[src/sv/assert_macros.svh]
// assertion helpers used by tlmic_core
// each macro expects clk and rst_n in the scope that uses it
`ifndef ASSERT_MACROS_SVH
`define ASSERT_MACROS_SVH

// property holds at every clock edge outside reset
`define ASSERT_ALWAYS(label, prop, msg) \
    label: assert property (@(posedge clk) disable iff (!rst_n) (prop)) else $error(msg);

// consequent holds in the same cycle as the antecedent
`define ASSERT_IMPL(label, ante, cons, msg) \
    label: assert property (@(posedge clk) disable iff (!rst_n) (ante) |-> (cons)) \
        else $error(msg);

// consequent holds in the cycle after the antecedent
`define ASSERT_NEXT(label, ante, cons, msg) \
    label: assert property (@(posedge clk) disable iff (!rst_n) (ante) |=> (cons)) \
        else $error(msg);

`endif

[src/sv/tlmic_pkg.sv]
// types and constants for the three-level masked interrupt controller
// no dependencies; used by tlmic_core and the top level
package tlmic_pkg;

    localparam int unsigned DATA_W      = 32;
    localparam int unsigned MASK_COUNT  = 9;
    localparam int unsigned LEVEL_COUNT = 3;

    // read composition constants
    localparam logic [DATA_W-1:0] LOW_STATUS_BITS = 32'h3FFF_FFFF;
    localparam logic [DATA_W-1:0] EXT_SUMMARY_BIT = 32'h4000_0000;
    localparam logic [DATA_W-1:0] ERR_SUMMARY_BIT = 32'h8000_0000;

    // operation codes
    typedef enum logic [1:0] {
        OP_RAISE  = 2'd0,
        OP_CANCEL = 2'd1,
        OP_WRITE  = 2'd2,
        OP_READ   = 2'd3
    } opcode_t;

    // raise group codes
    localparam logic [1:0] GRP_NORMAL   = 2'd0;
    localparam logic [1:0] GRP_EXTERNAL = 2'd1;
    localparam logic [1:0] GRP_ERROR    = 2'd2;

    // register select codes
    localparam logic [3:0] SEL_NORMAL     = 4'd0;
    localparam logic [3:0] SEL_EXTERNAL   = 4'd1;
    localparam logic [3:0] SEL_ERROR      = 4'd2;
    localparam logic [3:0] SEL_MASK_FIRST = 4'd3;
    localparam logic [3:0] SEL_MASK_LAST  = 4'd11;

    // one request as held in the input register
    typedef struct packed {
        opcode_t           opcode;
        logic [1:0]        source_group;
        logic [4:0]        source_bit;
        logic [3:0]        register_select;
        logic [DATA_W-1:0] write_data;
    } item_t;

    // one response as held in the output register
    typedef struct packed {
        logic [DATA_W-1:0] read_data;
        logic              level6_request;
        logic              level4_request;
        logic              level2_request;
    } result_t;

endpackage

[src/sv/tlmic_core.sv]
// status and mask registers with their update and response logic
// depends on tlmic_pkg and assert_macros.svh
`include "assert_macros.svh"

module tlmic_core (
    input  logic              clk,
    input  logic              rst_n,
    input  logic              exec,
    input  tlmic_pkg::item_t  item,
    output tlmic_pkg::result_t res
);

    logic [tlmic_pkg::DATA_W-1:0] status_normal_reg, status_normal_next;
    logic [tlmic_pkg::DATA_W-1:0] status_external_reg, status_external_next;
    logic [tlmic_pkg::DATA_W-1:0] status_error_reg, status_error_next;
    logic [tlmic_pkg::DATA_W-1:0] mask_reg  [tlmic_pkg::MASK_COUNT];
    logic [tlmic_pkg::DATA_W-1:0] mask_next [tlmic_pkg::MASK_COUNT];
    logic [tlmic_pkg::DATA_W-1:0] one_hot;
    logic [3:0]                   mask_idx;
    logic [tlmic_pkg::LEVEL_COUNT-1:0] level_line;

    assign one_hot  = tlmic_pkg::DATA_W'(1) << item.source_bit;
    assign mask_idx = item.register_select - tlmic_pkg::SEL_MASK_FIRST;

    // next state for the request in the input register
    always_comb
    begin
        status_normal_next   = status_normal_reg;
        status_external_next = status_external_reg;
        status_error_next    = status_error_reg;
        for (int i = 0; i < tlmic_pkg::MASK_COUNT; i++)
        begin
            mask_next[i] = mask_reg[i];
        end
        if (exec)
        begin
            unique case (item.opcode)
                tlmic_pkg::OP_RAISE:
                begin
                    unique case (item.source_group)
                        tlmic_pkg::GRP_NORMAL:   status_normal_next   = status_normal_reg | one_hot;
                        tlmic_pkg::GRP_EXTERNAL: status_external_next = status_external_reg | one_hot;
                        tlmic_pkg::GRP_ERROR:    status_error_next    = status_error_reg | one_hot;
                        default: ;
                    endcase
                end
                tlmic_pkg::OP_CANCEL:
                begin
                    status_external_next = status_external_reg & ~one_hot;
                end
                tlmic_pkg::OP_WRITE:
                begin
                    // write one to clear on normal and error status, plain load on masks
                    unique case (item.register_select) inside
                        tlmic_pkg::SEL_NORMAL:
                            status_normal_next = status_normal_reg & ~item.write_data;
                        tlmic_pkg::SEL_ERROR:
                            status_error_next = status_error_reg & ~item.write_data;
                        [tlmic_pkg::SEL_MASK_FIRST:tlmic_pkg::SEL_MASK_LAST]:
                            mask_next[mask_idx] = item.write_data;
                        default: ;
                    endcase
                end
                default: ;
            endcase
        end
    end

    // state registers
    always_ff @(posedge clk or negedge rst_n)
    begin
        if (!rst_n)
        begin
            status_normal_reg   <= '0;
            status_external_reg <= '0;
            status_error_reg    <= '0;
            for (int i = 0; i < tlmic_pkg::MASK_COUNT; i++)
            begin
                mask_reg[i] <= '0;
            end
        end
        else
        begin
            status_normal_reg   <= status_normal_next;
            status_external_reg <= status_external_next;
            status_error_reg    <= status_error_next;
            for (int i = 0; i < tlmic_pkg::MASK_COUNT; i++)
            begin
                mask_reg[i] <= mask_next[i];
            end
        end
    end

    // level lines from the updated state; index 0 is level 6
    always_comb
    begin
        for (int l = 0; l < tlmic_pkg::LEVEL_COUNT; l++)
        begin
            level_line[l] = |((status_normal_next & mask_next[l])
                            | (status_external_next & mask_next[tlmic_pkg::LEVEL_COUNT + l])
                            | (status_error_next & mask_next[2*tlmic_pkg::LEVEL_COUNT + l]));
        end
    end

    // response word
    always_comb
    begin
        res.read_data = '0;
        if (item.opcode == tlmic_pkg::OP_READ)
        begin
            res.read_data = (status_normal_reg & tlmic_pkg::LOW_STATUS_BITS)
                          | ((|status_external_reg) ? tlmic_pkg::EXT_SUMMARY_BIT : '0)
                          | ((|status_error_reg) ? tlmic_pkg::ERR_SUMMARY_BIT : '0);
        end
        res.level6_request = level_line[0];
        res.level4_request = level_line[1];
        res.level2_request = level_line[2];
    end

    // checks
    `ASSERT_NEXT(a_idle_holds, !exec, $stable(status_normal_reg) && $stable(status_external_reg) && $stable(status_error_reg), "status changed without a request")
    `ASSERT_NEXT(a_ext_clear_only_cancel, !(exec && item.opcode == tlmic_pkg::OP_CANCEL), ($past(status_external_reg) & ~status_external_reg) == '0, "external bit cleared by other than cancel")
    `ASSERT_IMPL(a_read_zero, item.opcode != tlmic_pkg::OP_READ, res.read_data == '0, "read data nonzero outside a read")
    `ASSERT_ALWAYS(a_no_mask_no_line, !(mask_next[0] == '0 && mask_next[3] == '0 && mask_next[6] == '0) || !res.level6_request, "level 6 raised with all level 6 masks clear")

endmodule

[src/sv/three_level_masked_interrupt_controller_top.sv]
// top level of the three-level masked interrupt controller
// depends on tlmic_pkg and tlmic_core
//
// usage: requests enter on the item channel (item_valid/item_ready) carrying
// opcode, source_group, source_bit, register_select and write_data. each
// request gives exactly one response on the result channel
// (result_valid/result_ready) with read_data and the three level lines as
// they stand after that request's update.
// a request accepted into the input register is executed as it moves on into
// the output register, and its response is valid from that point.
// throughput: one request per cycle while result_ready is high; the input and
// the output register let a new request in while the previous response waits.
// stall: while result_ready is low the response holds, the request in the
// input register waits, and item_ready drops once that register is full.
// reset: all status and mask words clear to zero and both channels empty.
module three_level_masked_interrupt_controller_top (
    input  logic        clk,
    input  logic        rst_n,
    input  logic        item_valid,
    output logic        item_ready,
    input  logic [1:0]  opcode,
    input  logic [1:0]  source_group,
    input  logic [4:0]  source_bit,
    input  logic [3:0]  register_select,
    input  logic [31:0] write_data,
    output logic        result_valid,
    input  logic        result_ready,
    output logic [31:0] read_data,
    output logic        level6_request,
    output logic        level4_request,
    output logic        level2_request
);

    logic                 in_valid_reg;
    tlmic_pkg::item_t     item_reg;
    logic                 out_valid_reg;
    tlmic_pkg::result_t   result_reg;
    tlmic_pkg::result_t   core_res;
    logic                 advance;

    // request moves into the output register when that register is free
    assign advance    = in_valid_reg && (!out_valid_reg || result_ready);
    assign item_ready = !in_valid_reg || advance;

    // input register
    always_ff @(posedge clk or negedge rst_n)
    begin
        if (!rst_n)
        begin
            in_valid_reg <= 1'b0;
        end
        else if (item_ready)
        begin
            in_valid_reg <= item_valid;
        end
    end

    always_ff @(posedge clk)
    begin
        if (item_valid && item_ready)
        begin
            item_reg.opcode          <= tlmic_pkg::opcode_t'(opcode);
            item_reg.source_group    <= source_group;
            item_reg.source_bit      <= source_bit;
            item_reg.register_select <= register_select;
            item_reg.write_data      <= write_data;
        end
    end

    tlmic_core u_core (
        .clk   (clk),
        .rst_n (rst_n),
        .exec  (advance),
        .item  (item_reg),
        .res   (core_res)
    );

    // output register
    always_ff @(posedge clk or negedge rst_n)
    begin
        if (!rst_n)
        begin
            out_valid_reg <= 1'b0;
        end
        else if (!out_valid_reg || result_ready)
        begin
            out_valid_reg <= in_valid_reg;
        end
    end

    always_ff @(posedge clk)
    begin
        if (advance)
        begin
            result_reg <= core_res;
        end
    end

    assign result_valid   = out_valid_reg;
    assign read_data      = result_reg.read_data;
    assign level6_request = result_reg.level6_request;
    assign level4_request = result_reg.level4_request;
    assign level2_request = result_reg.level2_request;

endmodule

[config.mk]
export PLATFORM = sky130hd
export DESIGN_NAME = three_level_masked_interrupt_controller_top
export DESIGN_NICKNAME = d
export VERILOG_FILES = /design/src/sv/tlmic_pkg.sv /design/src/sv/tlmic_core.sv /design/src/sv/three_level_masked_interrupt_controller_top.sv
export VERILOG_INCLUDE_DIRS = /design/src /design/src/sv
export SDC_FILE = /design/constraint.sdc
export NUM_CORES = 1
export LEC_CHECK = 0
export ABC_AREA = 1
export BUFFER_PORTS_ARGS = -buffer_cell sky130_fd_sc_hd__buf_2
export CORE_UTILIZATION = 35
export DETAILED_ROUTE_END_ITERATION = 8
export GPL_TIMING_DRIVEN = 0
export PLACE_DENSITY = 0.62
export SETUP_SLACK_MARGIN = 0.1
export SYNTH_ARGS = -nofsm -noshare
export SYNTH_HDL_FRONTEND = slang
export SYNTH_SLANG_ARGS = --single-unit
[constraint.sdc]
create_clock -name clk -period 2.95 [get_ports clk]
set_clock_uncertainty 0.2 [all_clocks]
set_input_delay 0.4425 -clock clk [delete_from_list [all_inputs] [get_ports clk]]
set_output_delay 0.4425 -clock clk [all_outputs]
set_load 0.1 [all_outputs]
# After elaboration in Yosys (flattened, before gate mapping)
# Cells that the tools add are included.
# word_totals
regBits	466
latchBits	0
ram_bits	0
mem_bits_ro	0
n_memories	0
# op_classes
n_addsub	1
multipliers	0
div_mod_pow	0
n_lt_le_gt_ge	4
n_eq_ne	6
n_shift	1
n_mux	19
n_bitwise	26
reduce_logical	16
# ops
operator	count
288-bit two-way mux	3
32-bit bitwise AND	12
32-bit two-way mux	10
32-bit OR	10
288-bit bitwise mux	1
32-bit case mux with 2 select lines	3
32-bit OR reduction	5
32-bit demux with 4-bit select	1
32-bit inverter	2
30-bit by 32-bit OR with 32-bit output	1
1-bit by 5-bit left shift with 32-bit output, first input constant	1
31-bit two-way mux	1
2-bit equality test, second input constant	3
5-bit greater-or-equal comparator, second input constant	1
5-bit by 1-bit < comparator with 1-bit output, second input constant	1
4-bit inverter with 5-bit output	1
2-bit by 1-bit equality test with 1-bit output, second input constant	2
4-bit by 2-bit equality test with 1-bit output, second input constant	1
4-bit by 2-bit greater-or-equal comparator with 1-bit output, second input constant	1
4-bit less-or-equal comparator, second input constant	1
1-bit logical AND	4
2-bit logical NOT	2
4-bit logical NOT	1
4-bit by 2-bit subtractor with 4-bit output, second input constant	1
other kinds (2)	4

# Longest topological paths before layout
# Gate-level depths: netlist of run 1.
# depth
word_depth	14
mapped_depth	17
mapped_depth_nobuf	17

# By module
# From an unflattened synthesis of run 1, not the netlist that was laid out.
# hier_totals
hier_cells	2897
area_unflattened_um2	22308.9
# modules_own_cells
module	instances	cells_per_inst	area_each_um2	seq_area_each_um2
tlmic_core	1	2805	19811.5	9609.2
three_level_masked_interrupt_controller_top	1	92	2497.4	2452.4

# Worst setup path after synthesis of run 1
# No wires, ideal clock.
# synth_path
kind	register to register
startpoint	register out_valid_reg (netlist: result_valid)
endpoint	register item_reg[0] (netlist bit) (enable)
arrival_time_ns	2.802
path_slack_ns	-0.512
stages_incl_launch_ff	4
path_buffers	0
path_cell_list	dfrtp_1 nand3_1 nand2_1 inv_1
# synth_between
elab_chain_cells	5
# synth_lines
item	line	rtl
from (decl)	three_level_masked_interrupt_controller_top.sv:36	logic out_valid_reg;
from (signal assigned)	three_level_masked_interrupt_controller_top.sv:87	out_valid_reg <= in_valid_reg;
1-bit logical NOT	three_level_masked_interrupt_controller_top.sv:42	assign advance = in_valid_reg && (!out_valid_reg || result_ready);
1-bit logical OR	three_level_masked_interrupt_controller_top.sv:42	
1-bit logical AND	three_level_masked_interrupt_controller_top.sv:42	
1-bit logical OR	three_level_masked_interrupt_controller_top.sv:43	assign item_ready = !in_valid_reg || advance;
net item_ready	three_level_masked_interrupt_controller_top.sv:20	output logic item_ready,
1-bit logical AND	three_level_masked_interrupt_controller_top.sv:60	if (item_valid && item_ready)
to (decl)	three_level_masked_interrupt_controller_top.sv:35	tlmic_pkg::item_t item_reg;
# The timed path passes the listed nets, and every way through them passes these cells.
# A chain may end at the register's enable or synchronous reset.

==> results of run 1 <==
==> power by group through the flow <==
stage	clock [mW]	sequential [mW]	combinational [mW]
6_report	6.51	7.64	3.50
5_1_grt	6.78	7.69	3.74
4_1_cts	6.55	7.62	3.34
3_5_place_dp	0	7.74	2.95
3_3_place_gp	0	7.74	2.91
2_1_floorplan	0	7.96	1.54
==> kinds of logic after synthesis <==
family	Yosys count	synth area share, %
flip-flops	466	56.4
AO/OA/AOI/OAI	284	7.09
buffers and inverters	369	6.74
AND/OR/NAND/NOR	1511	29.8
==> area by class of cell <==
class	count	area, sq um	area share (%)
Clock buffer	81	1560	5.80
Tap cell	782	978	3.64
Inverter	271	1020	3.80
Sequential cell	466	12100	44.9
Multi-Input combinational cell	1795	8660	32.2
Clock inverter	11	124	0.461
Buffer	96	793	2.95
Timing Repair Buffer	205	1690	6.30
==> worst max-delay path by stage <==
stage | from | slack (ps) | cells past startpoint | end
2_1_floorplan | result_valid$_DFFE_PN0P_ | 210 | 3 | item_reg[0]$_DFFE_PP_
3_3_place_gp | rst_n | -7510 | 1 | result_valid$_DFFE_PN0P_
6_report | item_reg[37]$_DFFE_PP_ | -300 | 15 | level4_request$_DFFE_PP_
5_1_grt | item_reg[35]$_DFFE_PP_ | -300 | 16 | level2_request$_DFFE_PP_
4_1_cts | item_reg[32]$_DFFE_PP_ | -120 | 15 | level4_request$_DFFE_PP_
3_5_place_dp | result_ready | -1430 | 17 | level6_request$_DFFE_PP_
==> synthesized netlist by cell type (all sizes together) <==
| cell | number |
|---|---|
| nor4 | 16 |
| a22oi | 1 |
| o211ai | 20 |
| nand2 | 933 |
| nand3 | 207 |
| o22ai | 3 |
| nand4 | 28 |
| a21boi | 2 |
| buf | 39 |
| and2 | 67 |
| a2bb2oi | 1 |
| or2 | 1 |
| clkbuf | 59 |
| o21ai | 189 |
| a21oi | 58 |
| o21a | 9 |
| nor3 | 18 |
| dfrtp | 386 |
| o21bai | 1 |
| nor2 | 241 |
| clkinv | 3 |
| inv | 268 |
| edfxtp | 80 |
==> metrics by stage <==
| step | instances | total power, mW | setup slack [ps] |
|---|---|---|---|
| global route | 3707 | 18.2 | -301 |
| global placement | 3497 | 10.6 | -7510 |
| finish | 3707 | 17.6 | -301 |
| detailed placement | 3501 | 10.7 | -1430 |
| CTS | 3703 | 17.5 | -116 |
| floorplan | 2630 | 9.50 | 207 |
==> metal layers <==
| metal | global-route usage [%] | vias to the layer above |
|---|---|---|
| li1 | - | 8897 |
| met1 | 38.0 | 9555 |
| met2 | 44.1 | 983 |
| met3 | 5.15 | 273 |
| met4 | 19.8 | 0 |
| met5 | 0 | - |
==> worst register-to-register path, cell delays in order (launching register included) <==
cell      delay (ps)
edfxtp_1         330
clkbuf_2         270
nand2_1          120
nor2_1           280
nand3_1          360
inv_1            270
nand2_1          100
a21oi_2          390
nand2_1          200
nand2_1          110
nor2_1            50
nand2_2          110
nor2_4            50
nand2_2          100
nor2_4            60
nand3_2          100
==> timing repair <==
| action | 4_1_cts | 5_1_grt |
|---|---|---|
| hold buffers | 48 | 0 |
| endpoints found under the setup margin | 49 | 3 |
| hold endpoints to repair | 92 | 0 |
| pin swaps | 55 | 29 |
| cloned | 3 | 0 |
| gates resized for setup | 308 | 61 |
| buffers inserted | 60 | 5 |
==> results.yml, run 1 <==
status:
  outcome: "finished, violations left"
  violations: "negative setup slack"
min_path:
  hold_path_class: "input pin to register"
  holdPathEnd: "result_valid$_DFFE_PN0P_"
  hold_path_depth: 4
  min_from: "result_ready"
floorplanning:
  chipHeight_um: 249
  die_area_sq_um: 62100
  coreArea_sq_um: 60400
  die_w_um: 249
  rows: 90
  ios: 86
  start_util_pct: 35.4
cells_and_area:
  largest_reg_flops: 288
  layout.nets: 2935
  antenna_cells: 0
  fin_area_sq_um: 26900
  areaGrowthSynthToFinish_pct: 25.8
  final_common_cell: "nand2_1"
  layout_common_cells: "nand2_1 (876), dfrtp_1 (384), inv_1 (257), nand3_1 (191), nor2_1 (176)"
  drive_gt1_share_pct: 16.8
  nFillCells: 5932
  final_util_pct: 44.6
yosys:
  synth_nets: 2679
  yosysUniqueCellTypes: 38
  synth_top_cell_by_area: "dfrtp_1"
  synth_area_sq_um: 21400
  synthTopCellsByArea: "dfrtp_1 (45%), nand2_1 (16%), edfxtp_1 (11%), nand3_1 (4.8%), inv_1 (4.6%)"
  synth_top_area_share_pct: 45.2
  synth_seq_area_share_pct: 56.4
  ys_seq_elements: 466
  ys.warnings.count: 0
  post_synth.cell_area_avg_sq_um: 8.13
  synth_cells: 2630
sta:
  fmax_ghz: 0.308
  worst_slack_ps: -301
  hold_slack_ps: 40.1
  finalCritPeriodShare_pct: 110
  drv_slew: 0
  tightest_slew_ps: 898
  finalCriticalPeriod_ps: 3250
  relSlewSlack_pct: 39.6
  rsz0062_at_grt: "true"
  setup_viol: 3
  hold_violations: 0
  fin_setup_tns_ps: -732
drt:
  drt_iter0_markers: 2337
  wl_per_cell_um: 24.4
  wl_met1_um: 36000
  drtPass1Iterations: 5
  vias_per_cell: 5.32
  drt-total-wl_um: 90500
  ant_nets: 0
  top_layer_used: "met4"
  wl_met2_um: 39300
  drcViolationCount: 0
  num_vias: 19700
  dr_wl_met3_um: 8060
clocking:
  cts_tree: "done"
  cts.reportedPaths.clkPinSlew_ps: 60
  clk_path_buf_depth: 3
  h-tree-depth: 2
  root_buffer: "clkbuf_16"
  numCtsBuffers: 51
  cts_sinks: 466
  clock_latency_ps: 640
global_routing:
  antenna_found_initial: 2
  grt_start_max_net_pins: 120
  track_usage_pct: 29.1
  grt_overflow: 0
  grt_pass1_vias: 19100
  grt_pass1_wl_um: 130000
setup_path:
  cp_cell_sequence: "clkbuf_2 -> nand2_1 -> nor2_1 -> nand3_1 -> inv_1 -> nand2_1 -> a21oi_2 -> nand2_1 -> nand2_1 -> nor2_1 -> nand2_2 -> nor2_4 -> nand2_2 -> nor2_4 -> nand3_2"
  reg2reg_depth: 15
  cp.required_ps: 3230
  rrSetupSlack_ps: -300
  max_stage_delay_ps: 390
  crit_slowest_cell: "a21oi_2"
  cp-end-kind: "register"
  timing.critical_path.buf_inv: 2
  critPathArrivalTime_ps: 3530
  cp_max_fo: 8
  critPathLaunchType: "register"
  r2r_end: "level4_request$_DFFE_PP_"
  path_common_cell: "nand2_1"
  worstSetupPathType: "register to register"
  crit_family: "simple AND/OR/NAND/NOR gates"
  reg2reg_from: "item_reg[37]$_DFFE_PP_"
power:
  irDropWorstVdd_v: 0.000414
  intPower_mw: 12.0
  pwr_density_cell_nw_per_um2: 656
  pwr-share-seq_pct: 43.3
  leakage_nw: 12.9
  switchingPower_mw: 5.69
  clkPwrFrac_pct: 36.9
  power.share.switching_pct: 32.2
  pwr-share-comb_pct: 19.8
place:
  place_area_sq_um: 22900
  gp_congestion: 0.998
  port_buffers: 85
  detailed_place_hpwl_um: 66100
flow_run:
  maxCapViolations: 0
(Power assumes the default switching activity.)
==> run 2: changes to the inputs <==
--- a/config.mk
+++ b/config.mk
@@ -8,6 +8,7 @@
 export LEC_CHECK = 0
 export ABC_AREA = 1
 export BUFFER_PORTS_ARGS = -buffer_cell sky130_fd_sc_hd__buf_2
+export CORE_ASPECT_RATIO = 1.2
 export CORE_UTILIZATION = 35
 export DETAILED_ROUTE_END_ITERATION = 8
 export GPL_TIMING_DRIVEN = 0
==> results.yml, run 2 (same netlist as run 1, synthesis figures left out) <==
clocking:
  clock_latency_ps: 620
  root_buffer: "clkbuf_16"
  h-tree-depth: 2
  cts.reportedPaths.clkPinSlew_ps: 70
  clk_path_buf_depth: 3
  numCtsBuffers: 49
  cts_sinks: 466
  cts_tree: "done"
drt:
  num_vias: 20000
  vias_per_cell: 5.36
  wl_per_cell_um: 24.7
  drcViolationCount: 0
  drt_iter0_markers: 2158
  ant_nets: 0
  drtPass1Iterations: 6
  drt-total-wl_um: 92400
cells_and_area:
  final_util_pct: 45.3
  ff_latch_area_sq_um: 12100
  antenna_cells: 0
  layout.nets: 2944
  drive_gt1_share_pct: 17.7
  layout_common_cells: "nand2_1 (873), dfrtp_1 (384), inv_1 (254), nand3_1 (186), nor2_1 (170)"
  fin_area_sq_um: 27200
  largest_reg_flops: 288
  multi_input_area_sq_um: 8820
  final_common_cell: "nand2_1"
  fin_cells: 3733
  areaGrowthSynthToFinish_pct: 27.0
  nFillCells: 5974
setup_path:
  critPathArrivalTime_ps: 3360
  reg2reg_depth: 15
  cp_max_fo: 6
  worstSetupPathType: "register to register"
  cp-end-kind: "register"
  critPathLaunchType: "register"
  cp.required_ps: 3100
power:
  power_mw: 17.5
  pwr_density_cell_nw_per_um2: 643
  leakage_nw: 13.0
  irDropWorstVdd_v: 0.000426
global_routing:
  antenna_found_initial: 2
  grt_start_max_net_pins: 111
  grt_pass1_wl_um: 130000
  grt_overflow: 0
  grt_pass1_vias: 18800
  track_usage_pct: 29.6
sta:
  rsz0062_at_grt: "true"
  finalCriticalPeriod_ps: 3210
  hold_violations: 0
  drv_slew: 0
  fmax_ghz: 0.311
  relSlewSlack_pct: 24.7
  finalCritPeriodShare_pct: 109
  tightest_slew_ps: 1130
  worst_slack_ps: -262
  setup_viol: 3
floorplanning:
  rows: 98
  die_w_um: 228
  ios: 86
  coreArea_sq_um: 60000
  die_area_sq_um: 62100
  chipHeight_um: 273
  start_util_pct: 35.7
place:
  gp_congestion: 1.03
  port_buffers: 85
  place_area_sq_um: 22900
  detailed_place_hpwl_um: 66500
  dp_cells: 3519
min_path:
  hold_path_depth: 4
  hold_path_class: "input pin to register"
flow_run:
  maxCapViolations: 0
status:
  outcome: "finished, violations left"
  violations: "negative setup slack"
-- run 2: cell count changes in the layout (fill, tap and decap cells not counted), sizes merged --
cell      change
clkbuf       -26
buf          +18
clkinvlp     +10
bufinv        +3
clkinv        +2
bufbuf        -1
inv           +1
nand3         +1
-- run 2: worst paths after layout --
| check | from | to | slack, ps |
|---|---|---|---|
| worst max register to register | item_reg[32]$_DFFE_PP_ | level2_request$_DFFE_PP_ | -260 |
| min in group asynchronous | rst_n | u_core.status_external_reg[6]$_DFF_PN0_ | 300 |
| worst min register to register | u_core.mask_reg[189]$_DFF_PN0_ | u_core.mask_reg[189]$_DFF_PN0_ | 270 |
| worst max-delay path | item_reg[32]$_DFFE_PP_ | level2_request$_DFFE_PP_ | -260 |
| max in group asynchronous | rst_n | u_core.mask_reg[221]$_DFF_PN0_ | 870 |
| worst min-delay path | result_ready | result_valid$_DFFE_PN0P_ | 50 |
-- run 2: area by class of cell --
class	instances	area share, %
multi-input combinational	1796	32.5
buffer	97	3.17
inverter	271	3.80
sequential	466	44.4
clock buffer	62	4.81
timing repair buffer	214	6.60
clock inverter	27	1.04
tap	800	3.69
-- run 2: metal layers --
layer | global-route usage [%] | vias up | routed length (um)
met4 | 21.9 | 2 | 8140
met5 | 0 | - | 13
met2 | 44.2 | 1119 | 40400
met1 | 37.6 | 9650 | 34700
li1 | - | 8907 | -
met3 | 6.62 | 326 | 9090
-- run 2: timing repair --
item                                   CTS  global route
setup endpoints to repair               14             3
hold buffers                            48             0
endpoints found under the hold margin  145             0
cloned                                   1             6
buffers inserted                        39            32
resized for setup                      273           172
pin swaps                               43            71
-- run 2: through the flow --
step	TNS, ps	hold slack, ps	setup WS [ps]
finish	-700	52.2	-262
global route	-684	90.7	-250
CTS	-427	39.7	-154
detailed placement	-4070	255	-1360
global placement	-2635810	250	-7570
floorplan	0	-53.1	207
-- run 2: critical path, cell delays in order, from the launching register on --
cell      delay [ps]
edfxtp_1         480
nand2_4          100
buf_12           140
nand2_8           70
nand2_8           90
nor2_8           220
nand3_4          200
buf_8            190
o211ai_1         510
nand2_1          110
inv_1             80
nand2_2           70
nor2_2           100
nand2_2          130
nor2_4           120
nand3_2          110
-- run 2: report_power, final --
part           leakage (nW)  internal [mW]  switching, mW
sequential             5.49           7.29          0.356
clock                 0.742           3.50           2.75
combinational          6.74          0.962           2.60
total                  13.0           11.8           5.71
